$ cat config.mk
export PLATFORM = sky130hd
export DESIGN_NAME = icmp_echo_packet_parser_core
export DESIGN_NICKNAME = d
export VERILOG_FILES = /design/src/sv/iepp_pkg.sv /design/src/sv/icmp_echo_packet_parser_core.sv
export SDC_FILE = /design/constraint.sdc
export NUM_CORES = 1
export LEC_CHECK = 0
export BUFFER_PORTS_ARGS = -buffer_cell sky130_fd_sc_hd__buf_4
export CELL_PAD_IN_SITES_DETAIL_PLACEMENT = 0
export CELL_PAD_IN_SITES_GLOBAL_PLACEMENT = 2
export CORE_AREA = 2 2 237 239
export CTS_CLUSTER_SIZE = 20
export DETAILED_ROUTE_END_ITERATION = 12
export DIE_AREA = 0 0 239 241
export PLACE_DENSITY_LB_ADDON = 0.08
export SYNTH_ARGS = -nofsm -noshare
export SYNTH_HDL_FRONTEND = slang
export SYNTH_SLANG_ARGS = --single-unit
$ cat constraint.sdc
create_clock -name clock -period 7.85 [get_ports clock]
set_clock_uncertainty 0.05 [all_clocks]
set_input_delay 1.57 -clock clock [delete_from_list [all_inputs] [get_ports clock]]
set_output_delay 1.57 -clock clock [all_outputs]
set_load 0.02 [all_outputs]
$ cat src/sv/iepp_pkg.sv
`default_nettype none

package iepp_pkg;

   // Byte counter width and its saturation value
   localparam int LENGTH_BITS = 16;
   localparam int COUNT_BITS  = LENGTH_BITS + 1;
   localparam logic [16:0] LENGTH_MAX = 17'((17'd1 << LENGTH_BITS) - 17'd1);

   // Header sizes and field values
   localparam logic [3:0] IPV4_VERSION  = 4'd4;
   localparam logic [3:0] IPV4_MIN_IHL  = 4'd5;
   localparam logic [7:0] IP_PROTO_ICMP = 8'd1;
   localparam int         ICMP_HDR      = 8;
   localparam logic [7:0] ICMP4_ECHO_REQ   = 8'd8;
   localparam logic [7:0] ICMP4_ECHO_REPLY = 8'd0;
   localparam logic [7:0] ICMP6_ECHO_REQ   = 8'd128;
   localparam logic [7:0] V6_ECHO_REPLY    = 8'd129;

   // Byte offsets within the IPv4 header
   localparam int IP_OFS_VER_IHL  = 0;
   localparam int IP_OFS_TLEN_HI  = 2;
   localparam int IP_OFS_TLEN_LO  = 3;
   localparam int IP_OFS_FIRST_PL = 4;
   localparam int IP_OFS_PROTO    = 9;

   // Offsets within the ICMP header
   localparam logic [2:0] ICMP_OFS_TYPE   = 3'd0;
   localparam logic [2:0] ICMP_OFS_CODE   = 3'd1;
   localparam logic [2:0] ICMP_OFS_CSUM_H = 3'd2;
   localparam logic [2:0] ICMP_OFS_CSUM_L = 3'd3;
   localparam logic [2:0] ICMP_OFS_ID_H   = 3'd4;
   localparam logic [2:0] ICMP_OFS_ID_L   = 3'd5;
   localparam logic [2:0] ICMP_OFS_SEQ_H  = 3'd6;
   localparam logic [2:0] ICMP_OFS_SEQ_L  = 3'd7;

   // Mode register codes
   localparam logic MODE_IPV4 = 1'b0;
   localparam logic MODE_IPV6 = 1'b1;

   typedef enum logic {
      KIND_PAYLOAD = 1'b0,
      KIND_SUMMARY = 1'b1
   } kind_type;

   // One result item
   typedef struct packed {
      kind_type    result_kind;
      logic [7:0]  payload_byte;
      logic        accepted;
      logic [7:0]  message_type;
      logic [7:0]  message_code;
      logic [15:0] message_checksum;
      logic [15:0] echo_ident;
      logic [15:0] echo_sequence;
      logic [15:0] payload_length;
      logic        length_mismatch;
      logic        last_of_run;
   } result_type;

   localparam int RSP_DATA_BITS = 96;
   localparam int QUEUE_DEPTH   = 3;

endpackage

`default_nettype wire

$ cat src/sv/icmp_echo_packet_parser_core.sv
`default_nettype none
// With the result queue empty, a result item appears on rsp_ in the cycle after its
// packet byte is taken.
// Throughput: one packet byte per cycle while req_tready is high. The last byte of a
// packet that also carries payload yields two result items on rsp_; a three-entry result
// queue absorbs that, req_tready is high while it holds one or none, so the next byte waits.
// Reset: synchronous; selects IPv4 mode, clears packet state and empties the queue.

module icmp_echo_packet_parser_core (
   input  wire logic        clock,
   input  wire logic        reset,
   input  wire logic        csr_write_enable,
   input  wire logic        csr_write_data,   // ip_version_mode
   input  wire logic        req_tvalid,
   output logic             req_tready,
   input  wire logic [7:0]  req_tdata,        // [7:0] packet_byte
   input  wire logic        req_tlast,        // end_of_packet
   output logic             rsp_tvalid,
   input  wire logic        rsp_tready,
   output logic [iepp_pkg::RSP_DATA_BITS-1:0] rsp_tdata,
      // [7:0] payload_byte, [8] accepted, [16:9] message_type, [24:17] message_code,
      // [40:25] message_checksum, [56:41] echo_ident, [72:57] echo_sequence,
      // [88:73] payload_length, [89] length_mismatch, [95:90] zero
   output logic             rsp_tuser,        // result_kind
   output logic             rsp_tlast         // last_of_run
);
   import iepp_pkg::*;

   logic                   mode_ff;
   logic [LENGTH_BITS-1:0] pos_ff, pos_in;
   logic [15:0]            tlen_ff, tlen_in;
   logic [5:0]             ihl_bytes_ff, ihl_bytes_in;
   logic                   valid_ff, valid_in;
   logic [7:0]             type_ff, type_in, code_ff, code_in;
   logic [15:0]            csum_ff, csum_in, ident_ff, ident_in, seq_ff, seq_in;

   result_type             queue_ff [QUEUE_DEPTH];
   result_type             queue_in [QUEUE_DEPTH];
   logic [1:0]             count_ff, count_in;

   logic                   take, pop, v6, last;
   logic [7:0]             b;
   logic [6:0]             hdr_end;
   logic [LENGTH_BITS-1:0] ofs_diff;
   logic                   cap_en;
   logic [2:0]             cap_ofs;
   logic                   emit, acc;
   logic [COUNT_BITS-1:0]  count_rx;
   logic [6:0]             need;
   result_type             res_pay, res_sum, res0, res1;
   logic [1:0]             n_res, base;

   assign take = req_tvalid && req_tready;
   assign pop  = rsp_tvalid && rsp_tready;
   assign v6   = (mode_ff == MODE_IPV6);
   assign b    = req_tdata;
   assign last = req_tlast;

   assign hdr_end  = 7'(ihl_bytes_ff) + 7'(ICMP_HDR);
   assign ofs_diff = pos_ff - LENGTH_BITS'(ihl_bytes_ff);
   assign count_rx = COUNT_BITS'(pos_ff) + COUNT_BITS'(1);

   // Header checks and field capture for the byte at hand
   always_comb begin
      tlen_in      = tlen_ff;
      ihl_bytes_in = ihl_bytes_ff;
      valid_in     = valid_ff;
      cap_en       = 1'b0;
      cap_ofs      = pos_ff[2:0];
      emit         = 1'b0;
      if (!v6) begin
         if (pos_ff == LENGTH_BITS'(IP_OFS_VER_IHL)) begin
            if (b[7:4] != IPV4_VERSION || b[3:0] < IPV4_MIN_IHL) begin
               valid_in = 1'b0;
            end
            ihl_bytes_in = {b[3:0], 2'b00};
         end else begin
            if (pos_ff == LENGTH_BITS'(IP_OFS_TLEN_HI)) begin
               tlen_in = {b, tlen_ff[7:0]};
            end
            if (pos_ff == LENGTH_BITS'(IP_OFS_TLEN_LO)) begin
               tlen_in = {tlen_ff[15:8], b};
               if (tlen_in < 16'(hdr_end) || 17'(tlen_in) > LENGTH_MAX) begin
                  valid_in = 1'b0;
               end
            end
            if (pos_ff == LENGTH_BITS'(IP_OFS_PROTO) && b != IP_PROTO_ICMP) begin
               valid_in = 1'b0;
            end
            if (pos_ff >= LENGTH_BITS'(ihl_bytes_ff) && pos_ff < LENGTH_BITS'(hdr_end)) begin
               cap_en  = 1'b1;
               cap_ofs = ofs_diff[2:0];
               if (cap_ofs == ICMP_OFS_TYPE && b != ICMP4_ECHO_REQ && b != ICMP4_ECHO_REPLY) begin
                  valid_in = 1'b0;
               end
            end
            emit = pos_ff >= LENGTH_BITS'(IP_OFS_FIRST_PL) && pos_ff >= LENGTH_BITS'(hdr_end)
                   && 16'(pos_ff) < tlen_in && valid_in;
         end
      end else begin
         if (pos_ff < LENGTH_BITS'(ICMP_HDR)) begin
            cap_en = 1'b1;
            if (pos_ff[2:0] == ICMP_OFS_TYPE && b != ICMP6_ECHO_REQ
                && b != V6_ECHO_REPLY) begin
               valid_in = 1'b0;
            end
         end else begin
            emit = valid_ff;
         end
      end
   end

   // Capture ICMP header fields
   always_comb begin
      type_in  = type_ff;
      code_in  = code_ff;
      csum_in  = csum_ff;
      ident_in = ident_ff;
      seq_in   = seq_ff;
      if (cap_en) begin
         case (cap_ofs)
            ICMP_OFS_TYPE:   type_in  = b;
            ICMP_OFS_CODE:   code_in  = b;
            ICMP_OFS_CSUM_H: csum_in  = {b, csum_ff[7:0]};
            ICMP_OFS_CSUM_L: csum_in  = {csum_ff[15:8], b};
            ICMP_OFS_ID_H:   ident_in = {b, ident_ff[7:0]};
            ICMP_OFS_ID_L:   ident_in = {ident_ff[15:8], b};
            ICMP_OFS_SEQ_H:  seq_in   = {b, seq_ff[7:0]};
            default:         seq_in   = {seq_ff[15:8], b};
         endcase
      end
   end

   // Build the payload and summary items
   always_comb begin
      need = v6 ? 7'(ICMP_HDR) : (7'(ihl_bytes_in) + 7'(ICMP_HDR));
      acc  = valid_in && count_rx >= COUNT_BITS'(need)
             && (v6 || pos_ff >= LENGTH_BITS'(IP_OFS_FIRST_PL));

      res_pay              = '0;
      res_pay.result_kind  = KIND_PAYLOAD;
      res_pay.payload_byte = b;
      res_pay.last_of_run  = !last;

      res_sum             = '0;
      res_sum.result_kind = KIND_SUMMARY;
      res_sum.last_of_run = 1'b1;
      if (acc) begin
         res_sum.accepted         = 1'b1;
         res_sum.message_type     = type_in;
         res_sum.message_code     = code_in;
         res_sum.message_checksum = csum_in;
         res_sum.echo_ident       = ident_in;
         res_sum.echo_sequence    = seq_in;
         if (v6) begin
            res_sum.payload_length = 16'(17'(count_rx) - 17'(ICMP_HDR));
         end else begin
            res_sum.payload_length  = tlen_in - 16'(ihl_bytes_in) - 16'(ICMP_HDR);
            res_sum.length_mismatch = (17'(count_rx) != 17'(tlen_in));
         end
      end

      res0  = emit ? res_pay : res_sum;
      res1  = res_sum;
      n_res = take ? (2'(emit) + 2'(last)) : 2'd0;
   end

   // Advance the byte position up to LENGTH_MAX; packet state is cleared after the last byte
   always_comb begin
      pos_in = pos_ff;
      if (!last && 17'(pos_ff) < LENGTH_MAX) begin
         pos_in = pos_ff + LENGTH_BITS'(1);
      end
   end

   // Shift the queue on a pop and append new items behind what remains
   always_comb begin
      base = count_ff - 2'(pop);
      for (int i = 0; i < QUEUE_DEPTH; i++) begin
         queue_in[i] = (pop && i < QUEUE_DEPTH - 1) ? queue_ff[(i + 1) % QUEUE_DEPTH]
                                                    : queue_ff[i];
         if (n_res != 2'd0 && 2'(i) == base) begin
            queue_in[i] = res0;
         end
         if (n_res == 2'd2 && 2'(i) == base + 2'd1) begin
            queue_in[i] = res1;
         end
      end
      count_in = base + n_res;
   end

   // Control registers
   always_ff @(posedge clock) begin
      if (reset) begin
         mode_ff      <= MODE_IPV4;
         pos_ff       <= '0;
         tlen_ff      <= '0;
         ihl_bytes_ff <= '0;
         valid_ff     <= 1'b1;
         type_ff      <= '0;
         code_ff      <= '0;
         csum_ff      <= '0;
         ident_ff     <= '0;
         seq_ff       <= '0;
         count_ff     <= '0;
      end else begin
         if (csr_write_enable) begin
            mode_ff <= csr_write_data;
         end
         if (take) begin
            if (last) begin
               pos_ff       <= '0;
               tlen_ff      <= '0;
               ihl_bytes_ff <= '0;
               valid_ff     <= 1'b1;
               type_ff      <= '0;
               code_ff      <= '0;
               csum_ff      <= '0;
               ident_ff     <= '0;
               seq_ff       <= '0;
            end else begin
               pos_ff       <= pos_in;
               tlen_ff      <= tlen_in;
               ihl_bytes_ff <= ihl_bytes_in;
               valid_ff     <= valid_in;
               type_ff      <= type_in;
               code_ff      <= code_in;
               csum_ff      <= csum_in;
               ident_ff     <= ident_in;
               seq_ff       <= seq_in;
            end
         end
         count_ff <= count_in;
      end
   end

   // Queue payload, no reset
   always_ff @(posedge clock) begin
      for (int i = 0; i < QUEUE_DEPTH; i++) begin
         queue_ff[i] <= queue_in[i];
      end
   end

   // Drive the ports
   assign req_tready = (count_ff <= 2'd1);
   assign rsp_tvalid = (count_ff != 2'd0);
   assign rsp_tuser  = queue_ff[0].result_kind;
   assign rsp_tlast  = queue_ff[0].last_of_run;
   assign rsp_tdata  = {6'd0,
                        queue_ff[0].length_mismatch,
                        queue_ff[0].payload_length,
                        queue_ff[0].echo_sequence,
                        queue_ff[0].echo_ident,
                        queue_ff[0].message_checksum,
                        queue_ff[0].message_code,
                        queue_ff[0].message_type,
                        queue_ff[0].accepted,
                        queue_ff[0].payload_byte};

   // Packet state returns to its start after the last byte
   a_clear_after_last: assert property (@(posedge clock) disable iff (reset)
      take && last |=> pos_ff == '0 && valid_ff && ihl_bytes_ff == '0)
      else $error("packet state not cleared after last byte");

   // A payload item carries nothing beyond its byte
   a_payload_clean: assert property (@(posedge clock) disable iff (reset)
      rsp_tvalid && !rsp_tuser |-> rsp_tdata[RSP_DATA_BITS-1:8] == '0)
      else $error("payload item carries summary fields");

   // A summary closes its run, and a rejected one is all zero
   a_summary_form: assert property (@(posedge clock) disable iff (reset)
      rsp_tvalid && rsp_tuser |-> rsp_tlast && (rsp_tdata[8] || rsp_tdata == '0))
      else $error("malformed summary item");

   // A stalled result item holds still until taken
   a_rsp_hold: assert property (@(posedge clock) disable iff (reset)
      rsp_tvalid && !rsp_tready |=> rsp_tvalid && $stable(rsp_tdata) && $stable(rsp_tuser)
                                    && $stable(rsp_tlast))
      else $error("stalled result item changed");

endmodule

`default_nettype wire
# Word-level counts from Yosys, hierarchy flattened

Memory sizes are Yosys's and may differ from the RTL's.
Cells that the tools add are included.

Add/sub/neg operators: 12
$lt $le $gt $ge: 11
Eq/ne operators: 20
Muxes and demuxes: 64
Reductions and logical operators: 35

Operator list:

| kind                                                                    | count |
|---|---|
| 92-bit 2-to-1 mux                                                       | 9 |
| 16-bit 2-to-1 mux                                                       | 16 |
| 16-bit case mux with 2 select lines                                     | 3 |
| 82-bit 2-to-1 mux                                                       | 1 |
| 8-bit 2-to-1 mux                                                        | 6 |
| 16-bit by 2-bit == test with 1-bit output (second input constant)       | 2 |
| 16-bit by 7-bit < comparator with 1-bit output                          | 2 |
| 16-bit by 4-bit subtractor with 16-bit output (second input constant)   | 2 |
| 1-bit 2-to-1 mux                                                        | 21 |
| 1-bit logical AND                                                       | 20 |
| 6-bit 2-to-1 mux                                                        | 3 |
| 16-bit by 1-bit adder with 17-bit output (second input constant)        | 1 |
| 17-bit by 7-bit >= comparator with 1-bit output                         | 1 |
| 17-bit by 16-bit != test with 1-bit output                              | 1 |
| 16-bit by 1-bit adder with 16-bit output (second input constant)        | 1 |
| 16-bit by 4-bit == test with 1-bit output (second input constant)       | 1 |
| 16-bit by 3-bit >= comparator with 1-bit output (second input constant) | 1 |
| 16-bit by 6-bit >= comparator with 1-bit output                         | 1 |
| 16-bit by 7-bit >= comparator with 1-bit output                         | 1 |
| 16-bit logical NOT                                                      | 1 |
| 16-bit < comparator                                                     | 1 |
| 16-bit < comparator (second input constant)                             | 1 |
| 16-bit by 4-bit < comparator with 1-bit output (second input constant)  | 1 |
| 8-bit != test (second input constant)                                   | 2 |
| 29 further kinds                                                        | 43 |

Flip-flop bits (word level): 106
Bits in writable memories: 276
Input bits: 15
Output and inout bits: 100
Logic and storage cells: 154
Memories: 1

Memory list:

| name     | depth | bits a word | rd ports | clocked after memory_dff | wr ports | RTL line                           | source |
|---|---|---|---|---|---|---|---|
| queue_ff | 3     | 92          | 3        | 0                        | 3        | icmp_echo_packet_parser_core.sv:37 | `result_type queue_ff [QUEUE_DEPTH];` |

# Longest topological paths before layout

Gate-level depths: netlist of run 1.

Word-level depth: 18
Depth in mapped cells: 25
Mapped depth without buffers: 20

# Least setup slack after synthesis of run 1

OpenSTA, ideal clock, no wires.

Path kind: in2reg
Start: in req_tdata[5]
End: mem queue_ff[0][100] (netlist name) (enable)
Setup time: 1.013 ns
Data arrival time: 7.076 ns
Required time: 6.787 ns
Setup slack: -0.290 ns
Cell stages on the path: 19
Buffers on the path: 6
Cells stage by stage: clkbuf_1 > clkbuf_1 > mux2i_1 > ha_1 > a41o_1 > a21oi_1 > o211ai_1 > a211oi_1 > and4_4 > or2_2 > buf_2 > buf_1 > ha_1 > nor2_1 > nor2_1 > nand2_1 > clkbuf_1 > clkbuf_1 > nand3_1

RTL lines:

| element            | RTL line                           | source |
|---|---|---|
| start: declaration | icmp_echo_packet_parser_core.sv:16 | `input wire logic [7:0] req_tdata,` |
| end: declaration   | icmp_echo_packet_parser_core.sv:37 |  |

==> results of run 1 <==
## registers in the layout (all words and copies together) (netlist names)
name and flops:
ident_ff 16, code_ff 8, pos_ff 16, ihl_bytes_ff 6, count_ff 2, mode_ff 1
csum_ff 16, queue_ff 276, type_ff 8, tlen_ff 16, valid_ff 1, seq_ff 16
## cell families (layout without fill, tap and decap cells)
group                      Yosys count  after routing
and+or+nand+nor                    680            680
AOI/OAI and AO/OA                  431            431
DFF                                382            382
buffers and inverters              277            284
muxes                              106            106
adders and majority gates           60             60
xor gates and xnor gates            55             55
other                                1              6
## power by group
group	internal [mW]	leakage [nW]	switching (mW)	total (mW)
logic	0.481	3.91	0.949	1.43
registers	2.58	3.48	0.111	2.69
clock network	1.18	0.694	0.856	2.04
## final cells by class
class | instances | area (µm²)
timing repair buffer | 154 | 1210
clock inverter | 17 | 133
tap | 704 | 881
sequential | 382 | 10100
multi-input combinational | 1338 | 8200
inverter | 47 | 178
fill | 5514 | 32900
clock buffer | 66 | 1300
## metrics by stage
stage / instances / util [%] / hold slack (ns) / setup slack [ns] / instance area (µm²)
after CTS: 2708 / 40.1 / 0.411 / 0.827 / 22000
after global placement: 2625 / 37.5 / 0.398 / 1.06 / 20600
final: 2708 / 40.1 / 0.405 / 0.798 / 22000
after detailed placement: 2625 / 37.5 / 0.397 / 0.847 / 20600
after global routing: 2708 / 40.1 / 0.432 / 0.313 / 22000
after floorplan: 1997 / - / 0.373 / 0.747 / 19700
## routing by layer
metal,part of all wire [%],GRT usage (%),up-vias
met1,48,29.0,6963
met4,2.6,6.34,0
met5,0,0,-
met3,4.0,2.84,94
li1,-,-,6974
met2,46,33.1,343
## critical path, stage by stage, from the launching register on
cell and delay (ns):
dfxtp_1 0.70, ha_1 0.62, or3b_2 0.54, nor4_4 0.55, mux2i_1 0.27, ha_1 0.27, a211o_1 0.31, o311ai_0 0.36
and4_4 0.31, or2_2 0.36, ha_1 0.31, nor2_1 0.12, or4_1 0.65, o31ai_2 0.41, nand3_2 0.11, buf_4 0.34
o21ai_0 0.42
## cells in the final DEF, fill, tap and decap left out, drive strengths merged, types with 48 or more instances in the layout
| master | synthesis | layout |
|---|---|---|
| nand2 | 254 | 254 |
| edfxtp | 246 | 246 |
| nor2 | 241 | 241 |
| o21ai | 199 | 199 |
| buf | 138 | 154 |
| dfxtp | 136 | 136 |
| mux2i | 102 | 102 |
| a22oi | 84 | 84 |
| clkbuf | 92 | 66 |
| ha | 58 | 58 |
| a21oi | 48 | 48 |
## cell usage after synthesis, types with 13 or more instances
cell	instances	share of area, %
nand4_1	13	0.41
ha_1	58	3.7
clkbuf_1	92	1.8
inv_1	46	0.88
nor2_1	241	4.6
xor2_1	17	0.76
a22oi_1	84	3.2
nand3_1	33	0.84
buf_2	26	0.66
nor4_1	21	0.67
nand2_1	254	4.8
nor3_1	23	0.59
o21ai_0	180	4.6
and2_1	13	0.41
o21ai_1	19	0.48
a21oi_1	48	1.2
and3_1	16	0.51
xnor2_1	37	1.6
buf_1	14	0.27
buf_4	96	3.7
a211oi_1	15	0.57
nor2b_1	16	0.51
edfxtp_1	246	38
dfxtp_1	136	14
mux2i_1	102	5.2
## path summary, 6_finish.rpt
path | from | to | slack, ns | cells after the start
min | queue_ff[0][267] | queue_ff[0][267] | 0.41 | 2
max reg2reg | pos_ff[1] | queue_ff[0][19] | 0.80 | 16
min reg2reg | queue_ff[0][267] | queue_ff[0][267] | 0.41 | 2
max | pos_ff[1] | queue_ff[0][19] | 0.80 | 16
==> results.tsv, run 1 <==
stage	metric	value	unit
status	status	finished clean	
detailed_routing	vias_per_cell	5.31	
synth	synth_top_family_by_area	simple AND/OR/NAND/NOR gates	
worst_setup_path	worstPathRequired	8.16	ns
job	drv_cap	0	
clock_tree	cts_setup_buffers	0	
clock_tree	clkLatencyLatePin	0.59	ns
sta	slew_headroom	32.3	%
placed_design	gp_congestion	0.872	
clock_tree	tritoncts	done	
synth	syn_inst	1992	
global_route	groute.usage.overall	20.6	%
hold_path	hold_path.class	flip-flop to flip-flop	
clock_tree	htreeDepth	2	
floorplan	coreArea	54900	µm²
detailed_routing	ant_nets	0	
floorplan	rows	86	
pwr	power_density	280	nW/µm²
clock_tree	root_buffer	clkbuf_16	
cells_and_area	drive_above_1_share	12.6	%
clock_tree	clockBufferDepth	3	
synth	ys_seq_elements	382	
worst_setup_path	start_kind	flip-flop	
sta	max_freq	142	MHz
synth	avgSynthCellArea	9.87	µm²
clock_tree	clock-sinks	382	
global_route	grt_pass1_vias	14200	
detailed_routing	route.detailed.drc	0	
cells_and_area	syn2layout_area_growth	11.9	%
pwr	power	6.16	mW
synth	synth_fa_ha_area_share	3.89	%
clock_tree	clk_pin_slew_worst_paths	0.06	ns
floorplan	fp.dieW	239	µm
global_route	antenna_found_initial	0	
sta	maxSlewViolCount	0	
floorplan	die-area	57600	µm²
worst_setup_path	path_class	flip-flop to flip-flop	
synth	ys.flop_type	edfxtp_1	
synth	ys_warn_count	0	
sta	min_period	7.05	ns
floorplan	ios	115	
sta	rsz0062_at_grt	false	
floorplan	die_h	241	µm
synth	synth_xor_area_share	2.52	%
clock_tree	numCtsBuffers	45	
worst_setup_path	crit_arrival	7.36	ns
sta	tns	0	ns
synth	synthMuxAreaShare	5.42	%
worst_setup_path	worstPathMaxFanout	77	
detailed_routing	wl	59.4	mm
detailed_routing	via_count	14400	
synth	yosys.area_share.simple	15.4	%
cells_and_area	antenna_cells	0	
pwr	leakagePower	8.09	nW
sta	worst_slew_pin_slew	1.02	ns
sta	hold_viol	0	
worst_setup_path	cp-end-kind	flip-flop	
sta	fin_crit_sh	89.8	%
global_route	grt_overflow	0	
detailed_routing	wl_per_cell	21.9	µm
synth	synth_edf_count	246	
global_route	grt_first_pass_wirelength	90.3	mm
synth	synthArstFlopShare	0	%
sta	setup_viol	0	
placed_design	portBuffers	108	
global_route	grt_max_degree	83	
synth	ys_seq_area_share	51.4	%
detailed_routing	first_pass_iters	6	
floorplan	start_util	35.8	%
clock_tree	cts_resized	0	
cells_and_area	nets	2043	
placed_design	dp_hpwl	39.8	mm
synth	synthesis.area	19700	µm²
pwr	vdd_ir_drop_max	0.000146	V
detailed_routing	drt-initial-drc-count	970	
clock_tree	cts_hold_buf	0	
synth	synth_compound_area_share	13.9	%
synth	synth.distinct_cells	76	
Note: power is estimated with default switching activity, not from simulation.
==> inputs of run 2 (changes only) <==
- CORE_AREA: 2 2 237 239 -> 2 2 260 262
- DIE_AREA: 0 0 239 241 -> 0 0 262 264
==> results.tsv, run 2 (synthesis gave the netlist of run 1 again) <==
stage	metric	value	unit	change
global_route	grt_overflow	0		unchanged
placed_design	gp_congestion	0.847		was 0.872
detailed_routing	wl	64.7	mm	was 59.4 mm
clock_tree	cts_setup_buffers	0		unchanged
global_route	grt_max_degree	83		unchanged
sta	fin_crit_sh	91.9	%	was 89.8%
sta	setup_viol	0		unchanged
placed_design	preCtsSetupSlack	0.521	ns	was 0.847 ns
sta	setup_ws	0.636	ns	was 0.798 ns
pwr	vdd_ir_drop_max	0.000121	V	was 0.000146 V
floorplan	coreArea	66600	µm²	was 54900 µm²
worst_setup_path	critical_path.top_delay_family	simple AND/OR/NAND/NOR gates		unchanged
cells_and_area	syn2layout_area_growth	14.1	%	was 11.9%
cells_and_area	drive_above_1_share	13.5	%	was 12.6%
worst_setup_path	r2r-end	queue_ff[0][49]		was queue_ff[0][19]
cells_and_area	utilization	33.7	%	was 40.1%
worst_setup_path	cp-end-kind	flip-flop		unchanged
sta	max_freq	139	MHz	was 142 MHz
floorplan	die-area	69200	µm²	was 57600 µm²
clock_tree	cts_resized	0		unchanged
global_route	antenna_found_initial	1		was 0
hold_path	min_from	queue_ff[0][275]		was queue_ff[0][267]
worst_setup_path	worstPathMaxFanout	45		was 77
global_route	grt_first_pass_wirelength	97.4	mm	was 90.3 mm
detailed_routing	route.detailed.drc	0		unchanged
worst_setup_path	rrSetupSlack	0.64	ns	was 0.80 ns
floorplan	ios	115		unchanged
clock_tree	clkLatencyLatePin	0.59	ns	about the same
global_route	grt_pass1_vias	14600		was 14200
detailed_routing	ant_nets	0		unchanged
status	status	finished clean		unchanged
sta	worst_slew_pin_slew	1.05	ns	was 1.02 ns
hold_path	hold_path.class	flip-flop to flip-flop		unchanged
clock_tree	root_buffer	clkbuf_16		unchanged
worst_setup_path	cp_num_buf_inv	2		was 1
detailed_routing	drt-initial-drc-count	939		was 970
clock_tree	tritoncts	done		unchanged
hold_path	hold_depth	2		unchanged
cells_and_area	antenna_cells	0		unchanged
floorplan	die_h	264	µm	was 241 µm
pwr	power_density	283	nW/µm²	was 280 nW/µm²
cells_and_area	nets	2056		was 2043
placed_design	dp_hpwl	43.7	mm	was 39.8 mm
cells_and_area	regMostFlops	queue_ff		unchanged
sta	min_period	7.21	ns	was 7.05 ns
clock_tree	clock-sinks	382		unchanged
sta	tns	0	ns	unchanged
sta	slew_headroom	29.1	%	was 32.3%
placed_design	portBuffers	108		unchanged
cells_and_area	largest_reg_flops	276		unchanged
cells_and_area	final_common_cell	nand2_1		unchanged
clock_tree	clk_pin_slew_worst_paths	0.06	ns	about the same
global_route	groute.usage.overall	18.7	%	was 20.6%
floorplan	rows	95		was 86
sta	hold_viol	0		unchanged
floorplan	fp.dieW	262	µm	was 239 µm
cells_and_area	fill_cells	6820		was 5514
worst_setup_path	reg2reg_from	pos_ff[0]		was pos_ff[1]
hold_path	hold_end	queue_ff[0][275]		was queue_ff[0][267]
detailed_routing	vias_per_cell	5.01		was 5.31
clock_tree	numCtsBuffers	48		was 45
worst_setup_path	cp_num_cells	17		was 16
floorplan	start_util	29.5	%	was 35.8%
detailed_routing	first_pass_iters	6		unchanged
sta	maxSlewViolCount	0		unchanged
worst_setup_path	cpMostUsedCell	ha_1		unchanged
job	drv_cap	0		unchanged
worst_setup_path	start_kind	flip-flop		unchanged
clock_tree	cts_hold_buf	0		unchanged
worst_setup_path	cp_slowest_cell	or4_1		was dfxtp_1
clock_tree	clockBufferDepth	3		unchanged
worst_setup_path	max_stage_delay	0.69	ns	was 0.70 ns
sta	rsz0062_at_grt	false		unchanged
detailed_routing	via_count	14500		was 14400
detailed_routing	wl_per_cell	22.4	µm	was 21.9 µm
worst_setup_path	worstPathRequired	8.22	ns	was 8.16 ns
worst_setup_path	crit_arrival	7.58	ns	was 7.36 ns
worst_setup_path	r2r_cells	17		was 16
worst_setup_path	crit_path_cell_trace	ha_1 -> buf_4 -> or3b_2 -> nor4_4 -> mux2i_1 -> ha_1 -> a211o_1 -> o311ai_0 -> and4_4 -> or2_2 -> ha_1 -> nor2_1 -> or4_1 -> o31ai_2 -> nand3_2 -> buf_4 -> o21ai_0		was ha_1 -> or3b_2 -> nor4_4 -> mux2i_1 -> ha_1 -> a211o_1 -> o311ai_0 -> and4_4 -> or2_2 -> ha_1 -> nor2_1 -> or4_1 -> o31ai_2 -> nand3_2 -> buf_4 -> o21ai_0
worst_setup_path	path_class	flip-flop to flip-flop		unchanged
cells_and_area	layout_common_cells	nand2_1 (253), edfxtp_1 (246), nor2_1 (237), o21ai_0 (180), buf_4 (156)		was nand2_1 (253), edfxtp_1 (246), nor2_1 (238), o21ai_0 (180), buf_4 (150)
pwr	leakagePower	8.22	nW	was 8.09 nW
clock_tree	htreeDepth	2		unchanged
[run 2: layer usage]
layer  share of wire [%]  routed length, µm  vias up  GRT usage, %
li1                    -                  -     7004             -
met1                  46              29900     7114          25.9
met2                  47              30600      290          30.3
met3                 3.6               2330       85          2.28
met4                 2.8               1820        0          5.85
met5                   0                  0        -             0
[run 2: final cells by class]
type	count	area (µm²)	area share [%]
inverters	47	178	0.792
multi-input cells	1338	8200	36.5
clock buffers	60	1300	5.79
repair buffers	164	1330	5.93
flip-flops and latches	382	10100	45.1
well taps	873	1090	4.87
clock inverters	28	231	1.03
[run 2: worst max-delay path by stage]
stage / from / endpoint / slack [ns]
global route: pos_ff[0] / queue_ff[0][16] / 0.01
floorplan: req_tdata[5] / queue_ff[0][100] / 0.75
global placement: pos_ff[11] / queue_ff[0][27] / 0.78
finish: pos_ff[0] / queue_ff[0][49] / 0.64
detailed placement: pos_ff[0] / queue_ff[0][25] / 0.52
CTS: pos_ff[11] / queue_ff[0][25] / 0.52
[run 2: per-stage QoR]
stage	hold slack, ns	total power, mW	area, µm²	instances
2_1_floorplan	0.373	3.78	19700	1997
3_3_place_gp	0.398	4.27	20900	2804
3_5_place_dp	0.394	4.27	20900	2804
4_1_cts	0.406	6.47	22400	2892
5_1_grt	0.439	6.68	22400	2892
6_report	0.399	6.35	22400	2892
[run 2: power breakdown]
part           switching [mW]  internal (mW)
sequential              0.118           2.58
combinational           0.989          0.499
clock                   0.917           1.25
total                    2.02           4.33
[run 2: worst min-delay path, delay by kind of cell (launching register included)]
kind	cells	cell delay, ns
AND/OR/NAND/NOR	2	0.10
flip-flops	1	0.31
==> inputs of run 3 (changes only) <==
--- a/config.mk
+++ b/config.mk
@@ -6,11 +6,12 @@
 export NUM_CORES = 1
 export LEC_CHECK = 0
-export BUFFER_PORTS_ARGS = -buffer_cell sky130_fd_sc_hd__buf_4
 export CELL_PAD_IN_SITES_DETAIL_PLACEMENT = 0
 export CELL_PAD_IN_SITES_GLOBAL_PLACEMENT = 2
 export CORE_AREA = 2 2 260 262
+export CTS_BUF_LIST = sky130_fd_sc_hd__clkbuf_16
 export CTS_CLUSTER_SIZE = 20
 export DETAILED_ROUTE_END_ITERATION = 12
 export DIE_AREA = 0 0 262 264
+export DONT_BUFFER_PORTS = 1
 export PLACE_DENSITY_LB_ADDON = 0.08
 export SYNTH_ARGS = -nofsm -noshare
--- a/constraint.sdc
+++ b/constraint.sdc
@@ -3,3 +3,3 @@
 set_input_delay 1.57 -clock clock [delete_from_list [all_inputs] [get_ports clock]]
 set_output_delay 1.57 -clock clock [all_outputs]
-set_load 0.02 [all_outputs]
+set_load 0.01 [all_outputs]
==> results.tsv, run 3 (synthesis gave the netlist of run 1 again) <==
stage	metric	value	unit	change
sta	tns	0	ns	unchanged
cells_and_area	largest_reg_flops	276		unchanged
floorplan	rows	95		unchanged
cells_and_area	fill_cells	6871		was 6820
cells_and_area	nets	1939		was 2056
pwr	power	5.79	mW	was 6.35 mW
detailed_routing	first_pass_iters	5		was 6
worst_setup_path	cp-end-kind	flip-flop		unchanged
worst_setup_path	path_class	flip-flop to flip-flop		unchanged
floorplan	die-area	69200	µm²	unchanged
worst_setup_path	crit_path_cell_trace	ha_1 -> or3b_2 -> nor4_4 -> mux2i_1 -> ha_1 -> o21ai_0 -> a21oi_1 -> o21a_1 -> o311ai_0 -> and4_4 -> or2_2 -> ha_1 -> nor2_1 -> or4_1 -> o31ai_2 -> nand3_2 -> buf_4 -> o21ai_0		was ha_1 -> buf_4 -> or3b_2 -> nor4_4 -> mux2i_1 -> ha_1 -> a211o_1 -> o311ai_0 -> and4_4 -> or2_2 -> ha_1 -> nor2_1 -> or4_1 -> o31ai_2 -> nand3_2 -> buf_4 -> o21ai_0
clock_tree	root_buffer	clkbuf_16		unchanged
worst_setup_path	cp_num_buf_inv	1		was 2
floorplan	ios	115		unchanged
hold_path	hold_depth	2		unchanged
floorplan	die_h	264	µm	unchanged
global_route	grt_max_degree	107		was 83
clock_tree	cts_setup_buffers	0		unchanged
global_route	antenna_found_initial	0		was 1
detailed_routing	route.detailed.drc	0		unchanged
sta	slew_headroom	34.8	%	was 29.1%
clock_tree	numCtsBuffers	47		was 48
sta	setup_ws	0.709	ns	was 0.636 ns
detailed_routing	wl	64.1	mm	was 64.7 mm
floorplan	start_util	29.5	%	unchanged
detailed_routing	vias_per_cell	5.08		was 5.01
sta	worst_slew_pin_slew	0.975	ns	was 1.05 ns
detailed_routing	drt-met1-wl	29.6	mm	was 29.9 mm
sta	min_period	7.14	ns	was 7.21 ns
sta	fin_crit_sh	91.0	%	was 91.9%
placed_design	dp_hpwl	42.4	mm	was 43.7 mm
worst_setup_path	rrSetupSlack	0.71	ns	was 0.64 ns
detailed_routing	route.met3.wl	2.50	mm	was 2.33 mm
placed_design	portBuffers	0		was 108
cells_and_area	syn2layout_area_growth	8.74	%	was 14.1%
worst_setup_path	worstPathMaxFanout	43		was 45
floorplan	coreArea	66600	µm²	unchanged
clock_tree	clock-sinks	382		unchanged
detailed_routing	ant_nets	0		unchanged
cells_and_area	layout_common_cells	nand2_1 (253), edfxtp_1 (246), nor2_1 (238), o21ai_0 (180), dfxtp_1 (136)		was nand2_1 (253), edfxtp_1 (246), nor2_1 (237), o21ai_0 (180), buf_4 (156)
pwr	power_density	271	nW/µm²	was 283 nW/µm²
worst_setup_path	cpMostUsedCell	ha_1		unchanged
clock_tree	clk_pin_slew_worst_paths	0.06	ns	about the same
status	status	finished clean		unchanged
hold_path	hold_path.class	flip-flop to flip-flop		unchanged
clock_tree	tritoncts	done		unchanged
floorplan	fp.dieW	262	µm	unchanged
sta	max_freq	140	MHz	was 139 MHz
worst_setup_path	r2r-end	queue_ff[0][19]		was queue_ff[0][49]
cells_and_area	antenna_cells	0		unchanged
worst_setup_path	cp_slowest_cell	dfxtp_1		was or4_1
pwr	vdd_ir_drop_max	0.000161	V	was 0.000121 V
global_route	grt_overflow	0		unchanged
placed_design	gp_congestion	0.837		was 0.847
global_route	grt_first_pass_wirelength	96.1	mm	was 97.4 mm
detailed_routing	wl_per_cell	23.1	µm	was 22.4 µm
global_route	groute.usage.overall	18.5	%	was 18.7%
job	drv_cap	0		unchanged
detailed_routing	met2_wirelength	30.8	mm	was 30.6 mm
worst_setup_path	max_stage_delay	0.69	ns	about the same
worst_setup_path	critical_path.top_delay_family	simple AND/OR/NAND/NOR gates		unchanged
hold_path	hold_end	queue_ff[0][274]		was queue_ff[0][275]
sta	rsz0062_at_grt	false		unchanged
worst_setup_path	start_kind	flip-flop		unchanged
cells_and_area	final_common_cell	nand2_1		unchanged
worst_setup_path	reg2reg_from	pos_ff[1]		was pos_ff[0]
sta	maxSlewViolCount	0		unchanged
clock_tree	cts_resized	0		unchanged
worst_setup_path	r2r_cells	18		was 17
sta	hold_viol	0		unchanged
detailed_routing	via_count	14100		was 14500
clock_tree	clkLatencyLatePin	0.58	ns	was 0.59 ns
detailed_routing	highest_layer	met4		unchanged
sta	setup_viol	0		unchanged
placed_design	preCtsSetupSlack	0.654	ns	was 0.521 ns
clock_tree	cts_hold_buf	0		unchanged
cells_and_area	drive_above_1_share	7.32	%	was 13.5%
detailed_routing	drt-initial-drc-count	1037		was 939
clock_tree	clockBufferDepth	3		unchanged
worst_setup_path	worstPathRequired	8.21	ns	was 8.22 ns
cells_and_area	regMostFlops	queue_ff		unchanged
hold_path	min_from	queue_ff[0][274]		was queue_ff[0][275]
pwr	leakagePower	7.64	nW	was 8.22 nW
worst_setup_path	crit_arrival	7.50	ns	was 7.58 ns
global_route	grt_pass1_vias	13800		was 14600
clock_tree	htreeDepth	2		unchanged
-- run 3: power by group --
group | internal [mW] | switching [mW] | leakage [nW]
registers | 2.59 | 0.213 | 3.48
clock network | 1.15 | 0.869 | 0.755
logic | 0.289 | 0.685 | 3.40
total | 4.02 | 1.77 | 7.64
-- run 3: metal layers --
metal	up-vias	track usage (%)
met3	79	2.81
met5	-	0
met1	6936	25.5
li1	6776	-
met2	290	30.4
met4	0	4.31
-- run 3: cell type report --
type	instances	area, µm²	share of cell area [%]
clock inverters	36	220	1.03
well taps	873	1090	5.11
multi-input cells	1338	8200	38.3
repair buffers	48	410	1.92
inverters	47	178	0.831
flip-flops and latches	382	10100	47.3
clock buffers	47	1180	5.50
-- run 3: worst register-to-register path, stage by stage (launching register included) --
cell      delay, ns
dfxtp_1        0.69
ha_1           0.64
or3b_2         0.54
nor4_4         0.52
mux2i_1        0.20
ha_1           0.32
o21ai_0        0.09
a21oi_1        0.16
o21a_1         0.14
o311ai_0       0.13
and4_4         0.26
or2_2          0.31
ha_1           0.34
nor2_1         0.12
or4_1          0.68
o31ai_2        0.44
nand3_2        0.57
buf_4          0.51
o21ai_0        0.27
-- run 3: worst max-delay path by stage --
| stage | from | endpoint | slack, ns | cells after the start |
|---|---|---|---|---|
| 6_report | pos_ff[1] | queue_ff[0][19] | 0.71 | 18 |
| 5_1_grt | pos_ff[1] | queue_ff[0][19] | 0.11 | 18 |
| 4_1_cts | pos_ff[1] | queue_ff[0][27] | 0.64 | 16 |
| 3_5_place_dp | pos_ff[1] | queue_ff[0][27] | 0.65 | 16 |
| 3_3_place_gp | pos_ff[1] | queue_ff[0][21] | 0.94 | 18 |
| 2_1_floorplan | req_tdata[5] | queue_ff[0][100] | 0.75 | 19 |
-- run 3: metrics by stage --
step	hold slack (ns)	instance area (µm²)	std cells	utilization (%)
floorplan	0.373	19700	1997	-
global placement	0.387	20000	2688	30.0
detailed placement	0.393	20000	2688	30.0
CTS	0.407	21400	2771	32.1
global route	0.421	21400	2771	32.1
finish	0.403	21400	2771	32.1
